[src/rtl/bb3_pkg.sv]
// ============================================================================
// bb3_pkg: shared types and constants of the 3x3 box blur
// Pixel, window and queue item types, register indexes, reset values and the
// reciprocal table used for the edge-normalized mean.
// ============================================================================
`default_nettype none

package bb3_pkg;

    // Pixel layout: blue in [7:0], green in [15:8], red in [23:16].
    localparam int PIX_W = 24;
    localparam int CH_W  = 8;
    localparam int WIN_N = 9;

    typedef logic [PIX_W-1:0] t_pixel;

    // 3x3 window, row-major, top row first, left column first.
    typedef t_pixel [WIN_N-1:0] t_window;

    // Which sides of the neighborhood fall outside the image.
    typedef struct packed {
        logic top;
        logic bottom;
        logic left;
        logic right;
    } t_edges;

    // One blur job handed from the front end to the back end.
    typedef struct packed {
        t_window pix;
        t_edges  edges;
    } t_blur_item;

    // Job queue geometry.
    localparam int Q_DEPTH = 4;
    localparam int Q_AW    = 2;
    localparam int Q_CW    = 3;

    typedef struct packed {
        logic       valid;
        t_blur_item item;
    } t_q_push;

    typedef struct packed {
        logic [Q_CW-1:0] count;
        logic            not_empty;
    } t_q_status;

    // Configuration port.
    localparam int CFG_INDEX_W  = 1;
    localparam int CFG_DATA_W   = 13;
    localparam int WIDTH_REG_W  = 12;
    localparam int HEIGHT_REG_W = 13;

    localparam logic [CFG_INDEX_W-1:0] CFG_IMAGE_WIDTH  = 1'b0;
    localparam logic [CFG_INDEX_W-1:0] CFG_IMAGE_HEIGHT = 1'b1;

    localparam logic [WIDTH_REG_W-1:0]  IMAGE_WIDTH_RST  = 12'd640;
    localparam logic [HEIGHT_REG_W-1:0] IMAGE_HEIGHT_RST = 13'd480;

    // Input item commands.
    localparam logic CMD_PIXEL = 1'b0;
    localparam logic CMD_FLUSH = 1'b1;

    // Mean arithmetic: a channel sum of up to nine pixels, the count of
    // counted pixels, and a 2^15-scaled reciprocal of that count.
    localparam int SUM_W       = 12;
    localparam int CNT_W       = 4;
    localparam int RECIP_W     = 16;
    localparam int RECIP_SHIFT = 15;
    localparam int PROD_W      = SUM_W + RECIP_W;

    // Reciprocals are rounded up; for sums of at most nine 8-bit pixels the
    // truncated product equals the exact quotient for every count in use.
    function automatic logic [RECIP_W-1:0] recip(input logic [CNT_W-1:0] n);
        logic [RECIP_W-1:0] k;
        unique case (n)
            4'd1:    k = 16'd32768;
            4'd2:    k = 16'd16384;
            4'd3:    k = 16'd10923;
            4'd4:    k = 16'd8192;
            4'd6:    k = 16'd5462;
            4'd9:    k = 16'd3641;
            default: k = 16'd32768;
        endcase
        return k;
    endfunction

endpackage

`default_nettype wire

[src/rtl/bb3_queue.sv]
// ============================================================================
// bb3_queue: job queue between front end and back end
// A small register FIFO of blur jobs so that an output stall does not reach
// back into the line store pipeline at once.
// ============================================================================
`default_nettype none

module bb3_queue (
    input  logic                 i_clk,
    input  logic                 i_rst_n,
    input  bb3_pkg::t_q_push     i_push,
    input  logic                 i_pop,
    output bb3_pkg::t_q_status   o_status,
    output bb3_pkg::t_blur_item  o_item
);

    bb3_pkg::t_blur_item          r_mem [bb3_pkg::Q_DEPTH];
    logic [bb3_pkg::Q_AW-1:0]     r_wr_ptr;
    logic [bb3_pkg::Q_AW-1:0]     r_rd_ptr;
    logic [bb3_pkg::Q_CW-1:0]     r_count;

    // Storage write.
    always_ff @(posedge i_clk) begin
        if (i_push.valid) begin
            r_mem[r_wr_ptr] <= i_push.item;
        end
    end

    // Pointers and fill count.
    always_ff @(posedge i_clk) begin
        if (!i_rst_n) begin
            r_wr_ptr <= '0;
            r_rd_ptr <= '0;
            r_count  <= '0;
        end else begin
            if (i_push.valid) begin
                r_wr_ptr <= r_wr_ptr + bb3_pkg::Q_AW'(1);
            end
            if (i_pop) begin
                r_rd_ptr <= r_rd_ptr + bb3_pkg::Q_AW'(1);
            end
            r_count <= r_count + bb3_pkg::Q_CW'(i_push.valid) - bb3_pkg::Q_CW'(i_pop);
        end
    end

    assign o_item             = r_mem[r_rd_ptr];
    assign o_status.count     = r_count;
    assign o_status.not_empty = (r_count != '0);

endmodule

`default_nettype wire

[config.mk]
export PLATFORM = sky130hd
export DESIGN_NAME = bb3_queue
export DESIGN_NICKNAME = d
export VERILOG_FILES = /design/src/rtl/bb3_pkg.sv /design/src/rtl/bb3_queue.sv
export SDC_FILE = /design/constraint.sdc
export NUM_CORES = 1
export LEC_CHECK = 0
export ABC_AREA = 1
export BUFFER_PORTS_ARGS = -buffer_cell sky130_fd_sc_hd__buf_2
export CORE_MARGIN = 4
export CORE_UTILIZATION = 62
export DETAILED_ROUTE_END_ITERATION = 10
export MAX_ROUTING_LAYER = met4
export PLACE_DENSITY = 0.87
export REMOVE_ABC_BUFFERS = 1
export SYNTH_ARGS = -nofsm -noshare
export SYNTH_HDL_FRONTEND = slang
export SYNTH_SLANG_ARGS = --single-unit
[constraint.sdc]
create_clock -name i_clk -period 11.54 [get_ports i_clk]
set_input_delay 2.308 -clock i_clk [delete_from_list [all_inputs] [get_ports i_clk]]
set_output_delay 2.308 -clock i_clk [all_outputs]
set_load 0.02 [all_outputs]
==> impl_metrics.env <==
export IMPL_syn_area_per_cell_um2=13.7
export IMPL_cts_max_level=3
export IMPL_num_vias=21778
export IMPL_netlist_area_leader_share_pct=73.4
export IMPL_critPathRequiredTime_ns=9.23
export IMPL_fin_skew_ns=0.0264
export IMPL_initial_core_util_pct=62.5
export IMPL_pin_count=448
export IMPL_finalSetupViolCount=0
export IMPL_synth_top_cell_by_area="edfxtp_1"
export IMPL_placement_cell_area_um2=38400
export IMPL_fin_crit_sh_pct=57.2
export IMPL_gp_congestion=0.819
export IMPL_r2r_cells=5
export IMPL_grt_pass1_vias=21839
export IMPL_ctsResizeCount=0
export IMPL_yosysSeqAreaShare_pct=73.9
export IMPL_chipHeight_um=249
export IMPL_relSlewSlack_pct=19.1
export IMPL_die_w_um=249
export IMPL_rsz0062_at_grt="false"
export IMPL_syn_to_final_growth_pct=14.7
export IMPL_grt_overflow_total=0
export IMPL_slew_viol_final=0
export IMPL_tightest_slew_ns=1.21
export IMPL_layout_drive_gt1_share_pct=25.8
export IMPL_synth_seq_cells=889
export IMPL_p_per_area_nw_per_um2=176
export IMPL_end_kind="output pin"
export IMPL_regArea_um2=26600
export IMPL_clock_sinks=889
export IMPL_synthFlopType="edfxtp_1"
export IMPL_core_area_um2=57600
export IMPL_netlist_cell_type_count=16
export IMPL_hold_path_class="reg -> reg"
export IMPL_synth_cells=2621
export IMPL_cp_max_fo=82
export IMPL_hpwl_um=45700
export IMPL_path_class="reg -> out"
export IMPL_fin_ws_ns=4.94
export IMPL_cp_data_arrival_time_ns=4.29
export IMPL_rows=88
export IMPL_cp_endpoint="o_item[96]"
export IMPL_maxCapViolCount=0
export IMPL_antenna_found_initial=22
export IMPL_wl_um=80200
export IMPL_port_buffers=447
export IMPL_drc_errors=0
export IMPL_pre_cts_slack_ns=5.71
export IMPL_async_flop_share_pct=0
export IMPL_synth_most_common_cell="edfxtp_1"
export IMPL_cts_hold_buf=0
export IMPL_synth_commonest_cells="edfxtp_1 (880), inv_1 (455), nand2_1 (450), a21oi_1 (226), o21ai_0 (224)"
export IMPL_status="finished, final reports clean"
export IMPL_synth_area_leaders="edfxtp_1 (73%), o211ai_2 (7.0%), inv_1 (4.7%)"
export IMPL_period_minus_slack_ns=6.60
export IMPL_synth_edf_count=880
export IMPL_ir_drop_v=0.000157
export IMPL_dp_cells=3702
export IMPL_nNetsFinal=3257
export IMPL_r2r_end="r_mem[0][135]$_DFFE_PP_"
export IMPL_drtPass1Iterations=5
export IMPL_ant_nets=0
export IMPL_final_area_um2=41300
export IMPL_fmax_mhz=151
export IMPL_dieArea_um2=62000
export IMPL_hold_violations=0
export IMPL_grt_max_degree=271
export IMPL_layout_cells_non_filler=3891
export IMPL_r2r_start="r_wr_ptr[1]$_SDFFE_PN0P_"
export IMPL_via_per_inst=5.60
export IMPL_clk_transition_reported_paths_ns=0.07
export IMPL_cts_tree="done"
export IMPL_r2r_setup_slack_ns=8.69
export IMPL_avgRoutedWirePerCell_um=20.6
export IMPL_clk_latency_ns=0.62
export IMPL_track_usage_pct=25.5
export IMPL_post_cts_buffers=0
export IMPL_grt_pass1_wl_um=121000
export IMPL_cts_made_buffers=87
export IMPL_yosysWarnings=0
export IMPL_leakage_nw=15.9
export IMPL_multi_input_area_um2=6700
export IMPL_startpoint_type="flip-flop"
export IMPL_cts_path_max_buffers=3
export IMPL_cts_root_buf="clkbuf_16"
export IMPL_drtIter0Drc=2264
export IMPL_syn_area_um2=36000
export IMPL_fill_cells=3356
kinds of logic (layout without fill, tap and decap cells):
family / after synthesis / count (layout) / synth area share, %
AOI/OAI and AO/OA: 670 / 670 / 13.6
adders and majority gates: 7 / 7 / 0.264
buffers and inverters: 602 / 1080 / 7.44
DFF: 889 / 889 / 73.9
other: 0 / 27 / 0
and+or+nand+nor: 453 / 453 / 4.73
metal layers:
metal / vias to the layer above / track usage, % / routed length [um] / share of wire, %
met5: - / - / 0 / 0
met4: 0 / 9.91 / 2910 / 3.6
met3: 184 / 5.40 / 5880 / 7.3
met2: 903 / 44.1 / 42400 / 53
met1: 10671 / 29.4 / 29000 / 36
li1: 10020 / - / - / -
placed cells by master (no fill, tap or decap), types with 6 or more instances in the layout:
cell	Yosys	layout
edfxtp_1	880	880
inv_1	455	451
nand2_1	450	450
buf_2	71	447
a21oi_1	226	226
o21ai_0	224	224
o211ai_2	200	200
clkbuf_16	0	89
diode_2	0	27
clkinv_2	0	22
o211ai_1	20	20
clkbuf_1	31	17
clkinv_1	0	14
buf_4	2	12
dfxtp_1	9	7
ha_1	6	6
bufinv_16	0	6
worst max-delay path: stages (launching register included):
cell	delay, ns
dfxtp_4	1.01
buf_4	0.88
buf_4	0.99
o211ai_2	0.22
nand2_1	0.19
buf_2	0.19
stage by stage:
| stage | util, % | TNS (ns) | power [mW] | hold WS [ns] |
|---|---|---|---|---|
| finish | 71.7 | 0 | 7.28 | 0.580 |
| CTS | 71.6 | 0 | 7.31 | 0.499 |
| global placement | 66.7 | 0 | 4.53 | 0.437 |
| global route | 71.7 | 0 | 7.52 | 0.579 |
| floorplan | - | -1965.19 | 4.42 | 0.436 |
| detailed placement | 66.7 | 0 | 4.57 | 0.468 |
layout make-up:
type,count,area share (%)
clock buffers,107,5.58
diodes,27,0.164
flip-flops and latches,889,64.5
multi-input cells,1130,16.2
well taps,765,2.32
repair buffers,463,5.83
inverters,455,4.21
clock inverters,55,1.20
flip-flops by register name, summed over array words and instances (netlist names), named ones only:
| signal | flops |
|---|---|
| r_count | 3 |
| r_mem | 880 |
| r_rd_ptr | 2 |
| r_wr_ptr | 2 |
report_power, final:
group | internal [mW] | switching, mW | total [mW]
Sequential | 3.70 | 0.0471 | 3.75
Clock | 1.57 | 1.19 | 2.76
Combinational | 0.212 | 0.567 | 0.779
Total | 5.48 | 1.80 | 7.28
worst min path at each step:
stage	slack (ns)	startpoint	to	cells after the start
finish	0.58	r_rd_ptr[0]$_SDFFE_PN0P_	flip-flop	1
CTS	0.50	r_rd_ptr[1]$_SDFFE_PN0P_	flip-flop	2
global placement	0.44	r_rd_ptr[1]$_SDFFE_PN0P_	flip-flop	2
floorplan	0.44	r_rd_ptr[1]$_SDFFE_PN0P_	flip-flop	2
detailed placement	0.47	r_rd_ptr[0]$_SDFFE_PN0P_	flip-flop	1
global route	0.58	r_rd_ptr[1]$_SDFFE_PN0P_	flip-flop	2
(Power assumes the default switching activity.)
