$ cat src/rtl/bb3_pkg.sv
// ============================================================================
// bb3_pkg: shared types and constants of the 3x3 box blur
// Pixel, window and queue item types, register indexes, reset values and the
// reciprocal table used for the edge-normalized mean.
// ============================================================================
`default_nettype none

package bb3_pkg;

    // Pixel layout: blue in [7:0], green in [15:8], red in [23:16].
    localparam int PIX_W = 24;
    localparam int CH_W  = 8;
    localparam int WIN_N = 9;

    typedef logic [PIX_W-1:0] t_pixel;

    // 3x3 window, row-major, top row first, left column first.
    typedef t_pixel [WIN_N-1:0] t_window;

    // Which sides of the neighborhood fall outside the image.
    typedef struct packed {
        logic top;
        logic bottom;
        logic left;
        logic right;
    } t_edges;

    // One blur job handed from the front end to the back end.
    typedef struct packed {
        t_window pix;
        t_edges  edges;
    } t_blur_item;

    // Job queue geometry.
    localparam int Q_DEPTH = 4;
    localparam int Q_AW    = 2;
    localparam int Q_CW    = 3;

    typedef struct packed {
        logic       valid;
        t_blur_item item;
    } t_q_push;

    typedef struct packed {
        logic [Q_CW-1:0] count;
        logic            not_empty;
    } t_q_status;

    // Configuration port.
    localparam int CFG_INDEX_W  = 1;
    localparam int CFG_DATA_W   = 13;
    localparam int WIDTH_REG_W  = 12;
    localparam int HEIGHT_REG_W = 13;

    localparam logic [CFG_INDEX_W-1:0] CFG_IMAGE_WIDTH  = 1'b0;
    localparam logic [CFG_INDEX_W-1:0] CFG_IMAGE_HEIGHT = 1'b1;

    localparam logic [WIDTH_REG_W-1:0]  IMAGE_WIDTH_RST  = 12'd640;
    localparam logic [HEIGHT_REG_W-1:0] IMAGE_HEIGHT_RST = 13'd480;

    // Input item commands.
    localparam logic CMD_PIXEL = 1'b0;
    localparam logic CMD_FLUSH = 1'b1;

    // Mean arithmetic: a channel sum of up to nine pixels, the count of
    // counted pixels, and a 2^15-scaled reciprocal of that count.
    localparam int SUM_W       = 12;
    localparam int CNT_W       = 4;
    localparam int RECIP_W     = 16;
    localparam int RECIP_SHIFT = 15;
    localparam int PROD_W      = SUM_W + RECIP_W;

    // Reciprocals are rounded up; for sums of at most nine 8-bit pixels the
    // truncated product equals the exact quotient for every count in use.
    function automatic logic [RECIP_W-1:0] recip(input logic [CNT_W-1:0] n);
        logic [RECIP_W-1:0] k;
        unique case (n)
            4'd1:    k = 16'd32768;
            4'd2:    k = 16'd16384;
            4'd3:    k = 16'd10923;
            4'd4:    k = 16'd8192;
            4'd6:    k = 16'd5462;
            4'd9:    k = 16'd3641;
            default: k = 16'd32768;
        endcase
        return k;
    endfunction

endpackage

`default_nettype wire

$ cat src/rtl/bb3_back.sv
// ============================================================================
// bb3_back: masked window sum and rounded mean
// Sums the in-image pixels of each job per channel, then divides by the
// pixel count with round-half-up through a reciprocal multiply.
// ============================================================================
`default_nettype none

module bb3_back (
    input  logic                          i_clk,
    input  logic                          i_rst_n,
    input  bb3_pkg::t_q_status            i_q_status,
    input  bb3_pkg::t_blur_item           i_item,
    output logic                          o_pop,
    output logic                          o_valid,
    input  logic                          i_stall,
    output logic [bb3_pkg::CH_W-1:0]      o_out_blue,
    output logic [bb3_pkg::CH_W-1:0]      o_out_green,
    output logic [bb3_pkg::CH_W-1:0]      o_out_red,
    output logic                          o_end_of_frame
);

    localparam int NCH = 3;

    // Sum stage.
    logic                                      r_b1_valid;
    logic [NCH-1:0][bb3_pkg::SUM_W-1:0]        r_b1_sum;
    logic [bb3_pkg::CNT_W-1:0]                 r_b1_n;
    logic                                      r_b1_eof;

    // Output register.
    logic                                      r_out_valid;
    logic [NCH-1:0][bb3_pkg::CH_W-1:0]         r_out_ch;
    logic                                      r_out_eof;

    logic                                      out_ready;
    logic                                      b1_ready;
    logic [NCH-1:0][bb3_pkg::SUM_W-1:0]        sum;
    logic [bb3_pkg::CNT_W-1:0]                 cnt;
    logic [1:0]                                rows;
    logic [1:0]                                cols;
    logic [bb3_pkg::RECIP_W-1:0]               k;
    logic [NCH-1:0][bb3_pkg::PROD_W-1:0]       prod;
    logic [NCH-1:0][bb3_pkg::CH_W-1:0]         mean;

    // Stage handshakes.
    assign out_ready = !r_out_valid || !i_stall;
    assign b1_ready  = !r_b1_valid || out_ready;
    assign o_pop     = i_q_status.not_empty && b1_ready;

    // Masked per-channel sums over the window.
    always_comb begin
        sum = '0;
        for (int r = 0; r < 3; r++) begin
            for (int c = 0; c < 3; c++) begin
                if (!((r == 0) && i_item.edges.top) && !((r == 2) && i_item.edges.bottom)
                    && !((c == 0) && i_item.edges.left) && !((c == 2) && i_item.edges.right))
                begin
                    for (int ch = 0; ch < NCH; ch++) begin
                        sum[ch] = sum[ch] + bb3_pkg::SUM_W'(
                            i_item.pix[r*3+c][ch*bb3_pkg::CH_W +: bb3_pkg::CH_W]);
                    end
                end
            end
        end
        rows = 2'd3 - 2'(i_item.edges.top) - 2'(i_item.edges.bottom);
        cols = 2'd3 - 2'(i_item.edges.left) - 2'(i_item.edges.right);
        cnt  = bb3_pkg::CNT_W'(rows) * bb3_pkg::CNT_W'(cols);
    end

    always_ff @(posedge i_clk) begin
        if (!i_rst_n) begin
            r_b1_valid <= 1'b0;
        end else if (b1_ready) begin
            r_b1_valid <= o_pop;
        end
    end

    always_ff @(posedge i_clk) begin
        if (o_pop) begin
            r_b1_sum <= sum;
            r_b1_n   <= cnt;
            r_b1_eof <= i_item.edges.bottom && i_item.edges.right;
        end
    end

    // Mean rounded half up: (S + floor(n/2)) / n by reciprocal multiply.
    always_comb begin
        k = bb3_pkg::recip(r_b1_n);
        for (int ch = 0; ch < NCH; ch++) begin
            prod[ch] = bb3_pkg::PROD_W'(r_b1_sum[ch] + bb3_pkg::SUM_W'(r_b1_n >> 1))
                       * bb3_pkg::PROD_W'(k);
            mean[ch] = prod[ch][bb3_pkg::RECIP_SHIFT +: bb3_pkg::CH_W];
        end
    end

    always_ff @(posedge i_clk) begin
        if (!i_rst_n) begin
            r_out_valid <= 1'b0;
        end else if (out_ready) begin
            r_out_valid <= r_b1_valid;
        end
    end

    always_ff @(posedge i_clk) begin
        if (out_ready && r_b1_valid) begin
            r_out_ch  <= mean;
            r_out_eof <= r_b1_eof;
        end
    end

    assign o_valid        = r_out_valid;
    assign o_out_blue     = r_out_ch[0];
    assign o_out_green    = r_out_ch[1];
    assign o_out_red      = r_out_ch[2];
    assign o_end_of_frame = r_out_eof;

endmodule

`default_nettype wire

$ cat config.mk
export PLATFORM = sky130hd
export DESIGN_NAME = bb3_back
export DESIGN_NICKNAME = d
export VERILOG_FILES = /design/src/rtl/bb3_pkg.sv /design/src/rtl/bb3_back.sv
export SDC_FILE = /design/constraint.sdc
export NUM_CORES = 1
export LEC_CHECK = 0
export ABC_AREA = 1
export BUFFER_PORTS_ARGS = -buffer_cell sky130_fd_sc_hd__buf_4
export CORE_ASPECT_RATIO = 1.1
export CORE_MARGIN = 5
export CORE_UTILIZATION = 39
export CTS_CLUSTER_SIZE = 8
export DETAILED_ROUTE_END_ITERATION = 10
export PLACE_DENSITY_LB_ADDON = 0.1
export SETUP_SLACK_MARGIN = 0.4
export SYNTH_ARGS = -nofsm -noshare
export SYNTH_HDL_FRONTEND = slang
export SYNTH_SLANG_ARGS = --single-unit
$ cat constraint.sdc
create_clock -name i_clk -period 12.8 [get_ports i_clk]
set_clock_uncertainty 0.1 [all_clocks]
set_input_delay 1.28 -clock i_clk [delete_from_list [all_inputs] [get_ports i_clk]]
set_output_delay 1.28 -clock i_clk [all_outputs]
set_load 0.01 [all_outputs]
==> results of run 1 <==
-- sequential cells by signal (all words and copies together) (netlist names) --
register and cells:
o_valid 1, r_b1_sum 36, o_out_blue 8, r_b1_n 4
r_b1_valid 1, r_b1_eof 1, o_end_of_frame 1, o_out_red 8
o_out_green 8
-- power groups by stage --
stage                     Combinational [mW]  Clock, mW  Sequential (mW)
final                                   3.69      0.256            0.442
after global routing                    4.34      0.271            0.452
after CTS                               3.75      0.265            0.445
after detailed placement                3.72          0            0.449
after global placement                  3.70          0            0.449
after floorplan                         2.80          0            0.452
-- path summary, 6_finish.rpt --
check / startpoint / end / slack (ns)
worst max-delay path: i_item[1] / r_b1_sum[11] / 2.03
worst max register to register: r_b1_n[2] / o_out_green[6] / 4.98
worst min register to register: r_b1_eof / o_end_of_frame / 0.32
worst min-delay path: r_b1_eof / o_end_of_frame / 0.32
-- area by class of cell --
type / instances / area (um^2) / share of cell area (%)
multi-input combinational: 2731 / 22150 / 71.48
inverter: 898 / 3371 / 10.88
sequential: 68 / 2022 / 6.525
timing repair buffer: 263 / 1974 / 6.372
tap: 936 / 1171 / 3.779
clock buffer: 10 / 229.0 / 0.7389
clock inverter: 6 / 55.05 / 0.1777
antenna: 6 / 15.01 / 0.04845
-- metrics by stage --
| step | hold WS (ns) | instance area [um^2] | std cells | setup slack [ns] | util [%] |
|---|---|---|---|---|---|
| 2_1_floorplan | 0.3003 | 27740 | 3752 | 3.153 | - |
| 3_3_place_gp | 0.3057 | 30690 | 4896 | 1.573 | 43.56 |
| 3_5_place_dp | 0.3052 | 30690 | 4896 | 1.523 | 43.56 |
| 4_1_cts | 0.3200 | 30970 | 4912 | 1.882 | 43.96 |
| 5_1_grt | 0.3214 | 30970 | 4912 | 0.8168 | 43.96 |
| 6_report | 0.3220 | 30990 | 4918 | 2.026 | 43.99 |
-- layer usage --
layer	part of all wire, %	vias up	GRT usage [%]
met3	6.2	75	4.521
met5	0.17	-	0
met1	42	10657	23.83
met4	2.0	16	4.270
li1	-	12078	-
met2	50	396	36.16
-- logic make-up (layout without fill, tap and decap cells) --
logic type      count (synthesis)  in the layout  share of synthesized area, %
compound gates                518            518                         10.22
buf+inv                       953           1177                         12.93
xor+xnor                      110            110                         3.473
other cells                     0              6                             0
simple gates                 1345           1345                         20.79
flops                          68             68                         7.288
fa+ha+maj                     758            758                         45.31
-- worst max-delay path: cells and delay by family --
| family | cells | cell delay, ns |
|---|---|---|
| adder cells (fa/ha/maj) | 9 | 3.46 |
| AND/OR/NAND/NOR | 19 | 2.28 |
| AO/OA/AOI/OAI | 11 | 1.99 |
| buffers and inverters | 14 | 1.74 |
-- cells in the final DEF, fill, tap and decap left out, drive strengths merged, types with 40 or more instances in the layout --
cell,Yosys,final
inv,894,894
nand2,708,708
nor2,421,421
fa,411,411
ha,347,347
buf,10,263
a21oi,207,207
o21ai,205,205
nand3,124,124
xor2,70,70
edfxtp,66,66
xnor2,40,40
==> metrics.cfg, run 1 <==
[run_status]
outcome = complete, no violations

[pwr]
power_leakage_nw = 16.53
power.density_nw_per_um2 = 141.7
peakVddDrop_mv = 0.08016
switchingPower_mw = 2.407
seq_power_share_pct = 10.1
p_int_mw = 1.984
pwr-share-comb_pct = 84.1
switching_share_pct = 54.82
total_power_mw = 4.391
p_clk_share_pct = 5.8

[drt]
vias_per_cell = 4.722
vias = 23222
routed_wl_um = 74840
drt_pass1_iterations = 5
drc_errors = 0
routedWlPerCell_um = 15.22
drtAntennaViolNets = 0
drt_iter0_drc = 1048

[final_layout]
area_growth_syn_to_layout_pct = 11.69
fin_nets = 4956
layout-drive-gt1-share_pct = 10.14
fillCellCount = 7439

[placement]
portBuffers = 250
gp_congestion = 0.8695
dp_hpwl_um = 66950

[timing]
hold_viol = 0
fin_tns_setup_ns = 0
finalMaxSlewViolations = 0
max-slew-margin-rel_pct = 35.36
setup_viol_count_final = 0
rsz0062_at_grt = no
worst_pin_slew_ns = 0.9696
timing.final.crit_period_ns = 10.77
fmax_mhz = 92.82
fin_crit_sh_pct = 84.17

[setup_path]
startpoint_type = input port
crit_top_cell = inv_1
crit_arrival_ns = 10.79
endpoint_kind = flop
worst_path_largest_cell_delay_ns = 0.58
critPathMaxFanout = 50
slowest_stage = fa_1
r2r_cells = 23
critPathKind = input port to flop
crit_required_ns = 12.82

[clocking]
cts_sinks = 68
cts.repair.resized = 0
cts_setup_buffers = 0
clockRootBuffer = clkbuf_16
cts_buffer_depth = 2
clk_latency_ns = 0.37
htree_num_levels = 3
numCtsBuffers = 9
cts_tree = done
path_clk_slew_ns = 0.06
cts_hold_buf = 0

[logic_synthesis]
synth_most_common_cell = inv_1
synthArstFlopShare_pct = 0
synth_edf_count = 66
ys_seq_elements = 68
synth_top_cell_area_share_pct = 29.66
synth-seq-area-share_pct = 7.288
yosysWarningCount = 0
synth_cell_types = 55
synthTopCellsByArea = fa_1, ha_1, inv_1
synth.largest_area_cell = fa_1
netlist_top_cells_count = inv_1, nand2_1, fa_1, nor2_1, ha_1
syn_nets = 4737
syn_area_per_cell_um2 = 7.394
syn_area_um2 = 27740
synth_ff_type = edfxtp_1
synth_cells = 3752

[die]
chipHeight_um = 289.7
core_area_um2 = 70450
rows = 102
initial_utilization_pct = 39.38
dieWidth_um = 264.3
io_pins = 254
dieArea_um2 = 76580

[worst_hold_path]
whs_path_depth = 0
hp-class = flop to flop

[global_routing]
grt_use_total_pct = 19.75
grt_antenna_before_repair = 13
grt_max_degree = 51
first_global_vias = 23585
grt_overflow = 0
grt_first_pass_wirelength_um = 121300

[job]
maxCapViolations = 0

Power figures use the tool's default switching activity.
==> inputs of run 2 (changes only) <==
--- a/config.mk
+++ b/config.mk
@@ -5,7 +5,7 @@
 export SDC_FILE = /design/constraint.sdc
 export NUM_CORES = 1
 export LEC_CHECK = 0
-export ABC_AREA = 1
+export ABC_AREA = 0
 export BUFFER_PORTS_ARGS = -buffer_cell sky130_fd_sc_hd__buf_4
 export CORE_ASPECT_RATIO = 1.1
 export CORE_MARGIN = 5
==> constraint.sdc (replaced) <==
create_clock -name i_clk -period 10.55 [get_ports i_clk]
set_clock_uncertainty 0.1 [all_clocks]
set_input_delay 1.055 -clock i_clk [delete_from_list [all_inputs] [get_ports i_clk]]
set_output_delay 1.055 -clock i_clk [all_outputs]
set_load 0.01 [all_outputs]
==> run 2 against run 1 <==
Net effect:
- flip-flop and latch count is the same
- die area shrank 2.6%
- clock power grew 33%
- global-route usage grew 0.40 points
- cell count shrank 13%
- non-clock buffer count grew 24
- sequential share of layout area grew 0.051 points
- sequential power grew 30%
- critical path type unchanged
- largest cell class unchanged
- largest power group unchanged
- highest routed layer unchanged
==> metrics.cfg, run 2 <==
[run_status]
outcome = complete, no violations

[placement]
portBuffers = 250  ; unchanged
numPlacedInstances = 4268  ; -13%
gp_congestion = 0.9099  ; +4.6%
dp_hpwl_um = 65760  ; -1.8%
placed_area_um2 = 30020  ; -2.2%

[setup_path]
slowest_stage = mux4_2
crit_top_cell = ha_1
worst_path_largest_cell_delay_ns = 0.47  ; -0.11 ns
rr_startpoint = r_b1_n[2]
endpoint_kind = flop
startpoint_type = input port
critPathKind = input port to flop
crit_required_ns = 10.54  ; -2.28 ns
critPathMaxFanout = 5  ; -90%
crit_arrival_ns = 9.67  ; -1.12 ns
startpoint = i_item[1]

[timing]
max-slew-margin-rel_pct = 28.58  ; -6.8 points
rsz0062_at_grt = yes
fin_tns_setup_ns = 0  ; unchanged
worst_pin_slew_ns = 1.069  ; +0.09895 ns
finalMaxSlewViolations = 0  ; unchanged
fmax_mhz = 103.3
setup_viol_count_final = 0  ; unchanged
timing.final.crit_period_ns = 9.684
fin_crit_sh_pct = 91.79
hold_viol = 0  ; unchanged

[logic_synthesis]
synth_cells = 3131  ; -17%
syn_area_um2 = 27000  ; -2.7%
syn_nets = 4116  ; -13%
synth_cell_types = 94  ; +71%
synth-seq-area-share_pct = 7.488  ; +0.20 points
yosys.area_share.simple_pct = 14.45  ; -6.3 points
synth_top_family_by_area = adder cells
syn_area_per_cell_um2 = 8.624  ; +17%
synth-compound-area-share_pct = 13.08  ; +2.9 points
synth_fa_ha_area_share_pct = 46.67  ; +1.4 points
synth_xor_area_share_pct = 7.789  ; +4.3 points
synth_edf_count = 66  ; unchanged
synth.largest_area_cell = fa_1
synthTopCellsByArea = fa_1, ha_1, inv_1
synth.area.mux_share_pct = 1.348  ; +1.3 points
ys_seq_elements = 68  ; unchanged
synthArstFlopShare_pct = 0  ; unchanged
synth_most_common_cell = inv_1
synth_ff_type = edfxtp_1
yosysWarningCount = 0  ; unchanged
synth_top_cell_area_share_pct = 30.47  ; +0.81 points
netlist_top_cells_count = inv_1, fa_1, ha_1

[global_routing]
grt_use_total_pct = 20.14  ; +0.40 points
grt_max_degree = 62  ; +22%
grt_first_pass_wirelength_um = 119800  ; -1.2%
grt_antenna_before_repair = 14  ; +1
first_global_vias = 23046  ; -2.3%
grt_overflow = 0  ; unchanged

[clocking]
clk_latency_ns = 0.36  ; about the same
cts_hold_buf = 0  ; unchanged
path_clk_slew_ns = 0.06  ; about the same
cts_tree = done
numCtsBuffers = 9  ; unchanged
clockRootBuffer = clkbuf_16
htree_num_levels = 3  ; unchanged
cts_buffer_depth = 2  ; unchanged
cts_sinks = 68  ; unchanged

[die]
rows = 101  ; -0.98%
initial_utilization_pct = 39.21  ; -0.17 points
io_pins = 254  ; unchanged
core_area_um2 = 68870  ; -2.2%
dieWidth_um = 260.9  ; -1.3%
chipHeight_um = 286.0  ; -1.3%
dieArea_um2 = 74600  ; -2.6%

[drt]
drtAntennaViolNets = 0  ; unchanged
routedWlPerCell_um = 17.35  ; +14%
drc_errors = 0  ; unchanged
vias = 21526  ; -7.3%
drt_iter0_drc = 837  ; -20%
routed_wl_um = 74670  ; -0.23%
drt_pass1_iterations = 6  ; +1
vias_per_cell = 5.003  ; +5.9%

[job]
maxCapViolations = 0  ; unchanged

[final_layout]
fin_area_um2 = 30750  ; -0.77%
fin_nets = 4351  ; -12%
area_growth_syn_to_layout_pct = 13.87
utilization_pct = 44.65  ; +0.66 points
layout.cells.non_filler = 4303  ; -13%
most-common-layout-cells = inv_1, fa_1, ha_1, nor2_1, buf_4
layout-drive-gt1-share_pct = 12.67  ; +2.5 points
largest_reg_flops = 36  ; unchanged
final_common_cell = inv_1
largest_register = r_b1_sum

[worst_hold_path]
hold_start = r_b1_eof
hp-class = flop to flop

[pwr]
peakVddDrop_mv = 0.08792  ; +9.7%
total_power_mw = 5.743  ; +31%
power_leakage_nw = 15.28  ; -7.6%
power.density_nw_per_um2 = 186.8  ; +32%

## run 2: cell count changes in the layout (fill, tap and decap cells not counted), moves of 46 or more
| cell | change |
|---|---|
| xnor2_1 | +92 |
| nand3_1 | -77 |
| inv_1 | -284 |
| a21o_1 | +52 |
| nand2_1 | -467 |
| nand2b_1 | +46 |
| nor2_1 | -102 |
| nor2b_1 | +64 |
| o21ai_0 | -115 |
| and2_1 | +49 |
## run 2: routing by layer
layer	global-route usage, %	wire length, um
met1	24.40	30400
met2	36.75	38420
met3	4.687	4457
met4	3.659	1236
met5	0	153
## run 2: path summary, 6_finish.rpt
kind	end	slack [ns]	cells past startpoint
setup / recovery	r_b1_sum[34]	0.87	49
hold / removal	o_end_of_frame	0.32	0
setup reg to reg	o_out_red[7]	2.37	28
hold reg to reg	o_end_of_frame	0.32	0
## run 2: where the power goes
part | total [mW] | leakage (nW) | internal (mW) | switching, mW
logic | 4.83 | 14.5 | 2.10 | 2.73
clock network | 0.340 | 0.157 | 0.208 | 0.132
registers | 0.576 | 0.653 | 0.505 | 0.0707
## run 2: stage by stage
step | hold WS [ns] | setup WS, ns
3_3_place_gp | 0.3121 | 0.1681
5_1_grt | 0.3418 | 0.2893
2_1_floorplan | 0.3003 | 0.4720
6_report | 0.3246 | 0.8656
3_5_place_dp | 0.3089 | -0.1206
4_1_cts | 0.3244 | 0.4139
## run 2: critical path, delay by kind of cell
kind / cells / cell delay, ns
adders and majority gates: 9 / 2.72
AOI/OAI and AO/OA: 18 / 2.66
and+or+nand+nor: 11 / 1.42
xor gates and xnor gates: 6 / 0.92
muxes: 1 / 0.47
buffers and inverters: 4 / 0.39
## run 2: cells by family (layout without fill, tap and decap cells)
logic type      count (synthesis)  in the layout
other cells                     0              5
xor+xnor                      226            226
flops                          68             68
compound gates                557            557
buf+inv                       658            898
mux                            32             32
simple gates                  829            829
fa+ha+maj                     761            761
## run 2: layout make-up
class	instances	area (um^2)
fill	6895	38120
multi-input combinational	2405	22820
inverter	595	2233
timing repair buffer	287	2185
sequential	68	2022
tap	927	1160
clock buffer	10	229.0
clock inverter	6	87.58
antenna	5	12.51
## run 2: timing repair
item                       4_1_cts  5_1_grt
cloned                           0        1
setup endpoints to repair        1        9
gates resized for setup          2       74
pin swaps                        0       20
buffers inserted                 0       13
==> inputs of run 3 (changes only) <==
--- a/config.mk
+++ b/config.mk
@@ -9,7 +9,8 @@
 export BUFFER_PORTS_ARGS = -buffer_cell sky130_fd_sc_hd__buf_4
 export CORE_ASPECT_RATIO = 1.1
 export CORE_MARGIN = 5
-export CORE_UTILIZATION = 39
+export CORE_UTILIZATION = 30
+export CTS_BUF_LIST = sky130_fd_sc_hd__clkbuf_8
 export CTS_CLUSTER_SIZE = 8
 export DETAILED_ROUTE_END_ITERATION = 10
 export PLACE_DENSITY_LB_ADDON = 0.1
==> run 3 against run 2 <==
Net effect:
- global-route usage shrank 3.7 points
- hold slack is essentially flat
- critical path depth shrank 1
- non-clock buffer count shrank 1
- flip-flop and latch count is the same
- cell area grew 0.39%
- sequential power grew 1%
- via count shrank 3.0%
- die area grew 29%
- register-to-register slack gained 0.03 ns
- power shrank 1.8%
- maximum frequency grew 1.1%
- critical path type unchanged
- critical endpoint unchanged
- highest routed layer unchanged
==> metrics.cfg, run 3 (synthesis results as in run 2) <==
[drt]
drt_pass1_iterations = 5  ; -1
drt_iter0_drc = 765  ; -8.6%
drtAntennaViolNets = 0  ; unchanged
vias = 20872  ; -3.0%
drc_errors = 0  ; unchanged
routedWlPerCell_um = 17.19  ; -0.95%
routed_wl_um = 78240  ; +4.8%
vias_per_cell = 4.585  ; -8.3%

[setup_path]
worst_path_largest_cell_delay_ns = 0.46  ; about the same
endpoint_kind = flop
cp_num_cells = 48  ; -2.0%
crit_buf_inv = 3  ; -1
startpoint_type = input port
critical_path.top_delay_family = adder cells
critPathMaxFanout = 5  ; unchanged
r2r_cells = 27  ; -3.6%
crit_required_ns = 10.63  ; +0.09 ns
crit_arrival_ns = 9.66  ; about the same
crit_top_cell = ha_1
slowest_stage = mux4_2
critPathKind = input port to flop

[timing]
timing.final.crit_period_ns = 9.583  ; -0.1017 ns
worst_pin_slew_ns = 1.029  ; -0.03999 ns
max-slew-margin-rel_pct = 31.28  ; +2.7 points
rsz0062_at_grt = yes
hold_viol = 0  ; unchanged
fmax_mhz = 104.4  ; +1.1%
finalMaxSlewViolations = 0  ; unchanged
setup_viol_count_final = 0  ; unchanged
fin_crit_sh_pct = 90.83  ; -0.96 points

[final_layout]
layout-drive-gt1-share_pct = 12.05  ; -0.62 points
largest_register = r_b1_sum
fillCellCount = 9403  ; +36%
most-common-layout-cells = inv_1, fa_1, ha_1, nor2_1, buf_4
largest_reg_flops = 36  ; unchanged
fin_nets = 4350  ; -0.023%
area_growth_syn_to_layout_pct = 14.32
seq_area_um2 = 2022  ; unchanged
layout.cells.non_filler = 4552  ; +5.8%
multi_input_area_um2 = 22750  ; -0.32%
final_common_cell = inv_1

[worst_hold_path]
hp-class = flop to flop
whs_path_depth = 0  ; unchanged

[placement]
numPlacedInstances = 4514  ; +5.8%
dp_hpwl_um = 69760  ; +6.1%
gp_congestion = 0.8600  ; -5.5%
portBuffers = 250  ; unchanged

[clocking]
cts_sinks = 68  ; unchanged
path_clk_slew_ns = 0.09  ; +0.03 ns
cts_buffer_depth = 2  ; unchanged
cts_hold_buf = 0  ; unchanged
cts_tree = done
numCtsBuffers = 9  ; unchanged
htree_num_levels = 3  ; unchanged
clockRootBuffer = clkbuf_8
clk_latency_ns = 0.44  ; +0.08 ns

[global_routing]
first_global_vias = 22118  ; -4.0%
grt_overflow = 0  ; unchanged
grt_first_pass_wirelength_um = 124100  ; +3.6%
grt_use_total_pct = 16.48  ; -3.7 points
grt_antenna_before_repair = 20  ; +6
grt_max_degree = 62  ; unchanged

[job]
maxCapViolations = 0  ; unchanged

[pwr]
power.density_nw_per_um2 = 182.6  ; -2.2%
peakVddDrop_mv = 0.08138  ; -7.4%
power_leakage_nw = 15.21  ; -0.51%
total_power_mw = 5.638  ; -1.8%

[die]
dieWidth_um = 296.1  ; +13%
dieArea_um2 = 96110  ; +29%
io_pins = 254  ; unchanged
core_area_um2 = 89350  ; +30%
chipHeight_um = 324.7  ; +14%
rows = 115  ; +14%
initial_utilization_pct = 30.22  ; -9.0 points

[run_status]
outcome = complete, no violations

## run 3: changes by cell type in the layout (fill, tap and decap cells not counted), moves of 4 or more
| cell | before | now |
|---|---|---|
| o21ai_2 | 8 | 3 |
| clkbuf_8 | 0 | 9 |
| clkbuf_16 | 10 | 0 |
| a21oi_1 | 169 | 174 |
| diode_2 | 5 | 12 |
| a21oi_2 | 23 | 19 |
| o21ai_0 | 82 | 90 |
| o21ai_1 | 27 | 23 |
## run 3: worst reg2reg max path, stage by stage (launching register included)
cell	delay (ns)
edfxtp_1	0.69
ha_1	0.39
a21oi_1	0.40
nor2_1	0.18
nand3_1	0.14
xor2_1	0.62
nand2b_1	0.30
inv_1	0.09
fa_1	0.55
inv_1	0.10
fa_1	0.52
fa_1	0.44
fa_1	0.49
inv_1	0.05
fa_1	0.44
ha_1	0.31
a21o_1	0.18
a21oi_1	0.18
inv_1	0.06
a41oi_1	0.17
a41oi_1	0.12
a21oi_1	0.28
nor2b_1	0.09
o21a_1	0.20
o21a_1	0.22
o41a_1	0.36
a21oi_1	0.18
xnor2_1	0.08
## run 3: cell type report
cell class / count / share of cell area (%)
multi-input cells: 2405 / 73.69
flip-flops and latches: 68 / 6.550
repair buffers: 286 / 6.968
diodes: 12 / 0.09728
inverters: 595 / 7.235
clock inverters: 7 / 0.3162
well taps: 1170 / 4.742
clock buffers: 9 / 0.4013
## run 3: metal layers
layer	track usage, %	up-vias	routed length [um]	share of wire, %
li1	-	10609	-	-
met1	21.47	9874	35110	45
met2	28.32	325	37330	48
met3	3.737	52	4459	5.7
met4	3.044	12	1253	1.6
met5	0	-	82	0.10
## run 3: power breakdown
| part | internal, mW | total, mW | leakage, nW | switching (mW) |
|---|---|---|---|---|
| clock | 0.134 | 0.260 | 0.108 | 0.126 |
| combinational | 2.09 | 4.80 | 14.4 | 2.71 |
| sequential | 0.505 | 0.582 | 0.653 | 0.0780 |
| total | 2.72 | 5.64 | 15.2 | 2.91 |
## run 3: path summary, 6_finish.rpt
check             from             end  slack, ns
max          i_item[3]    r_b1_sum[34]       0.97
min           r_b1_eof  o_end_of_frame       0.33
max reg2reg  r_b1_n[3]    o_out_red[7]       2.40
min reg2reg   r_b1_eof  o_end_of_frame       0.33
## run 3: timing repair
| item | 4_1_cts | 5_1_grt |
|---|---|---|
| setup buffers | 0 | 10 |
| setup endpoints to repair | 0 | 10 |
| resized for setup | 0 | 49 |
## run 3: stage by stage
step	instance area [um^2]	hold slack [ns]	utilization [%]	TNS [ns]	setup WS (ns)
after detailed placement	30370	0.3180	33.98	-0.09231	-0.09231
after CTS	30590	0.3279	34.23	0	0.4190
after global routing	30850	0.3325	34.52	0	0.3248
after floorplan	27000	0.3003	-	0	0.4720
final	30870	0.3251	34.55	0	0.9673
after global placement	30370	0.3046	33.98	0	0.005587
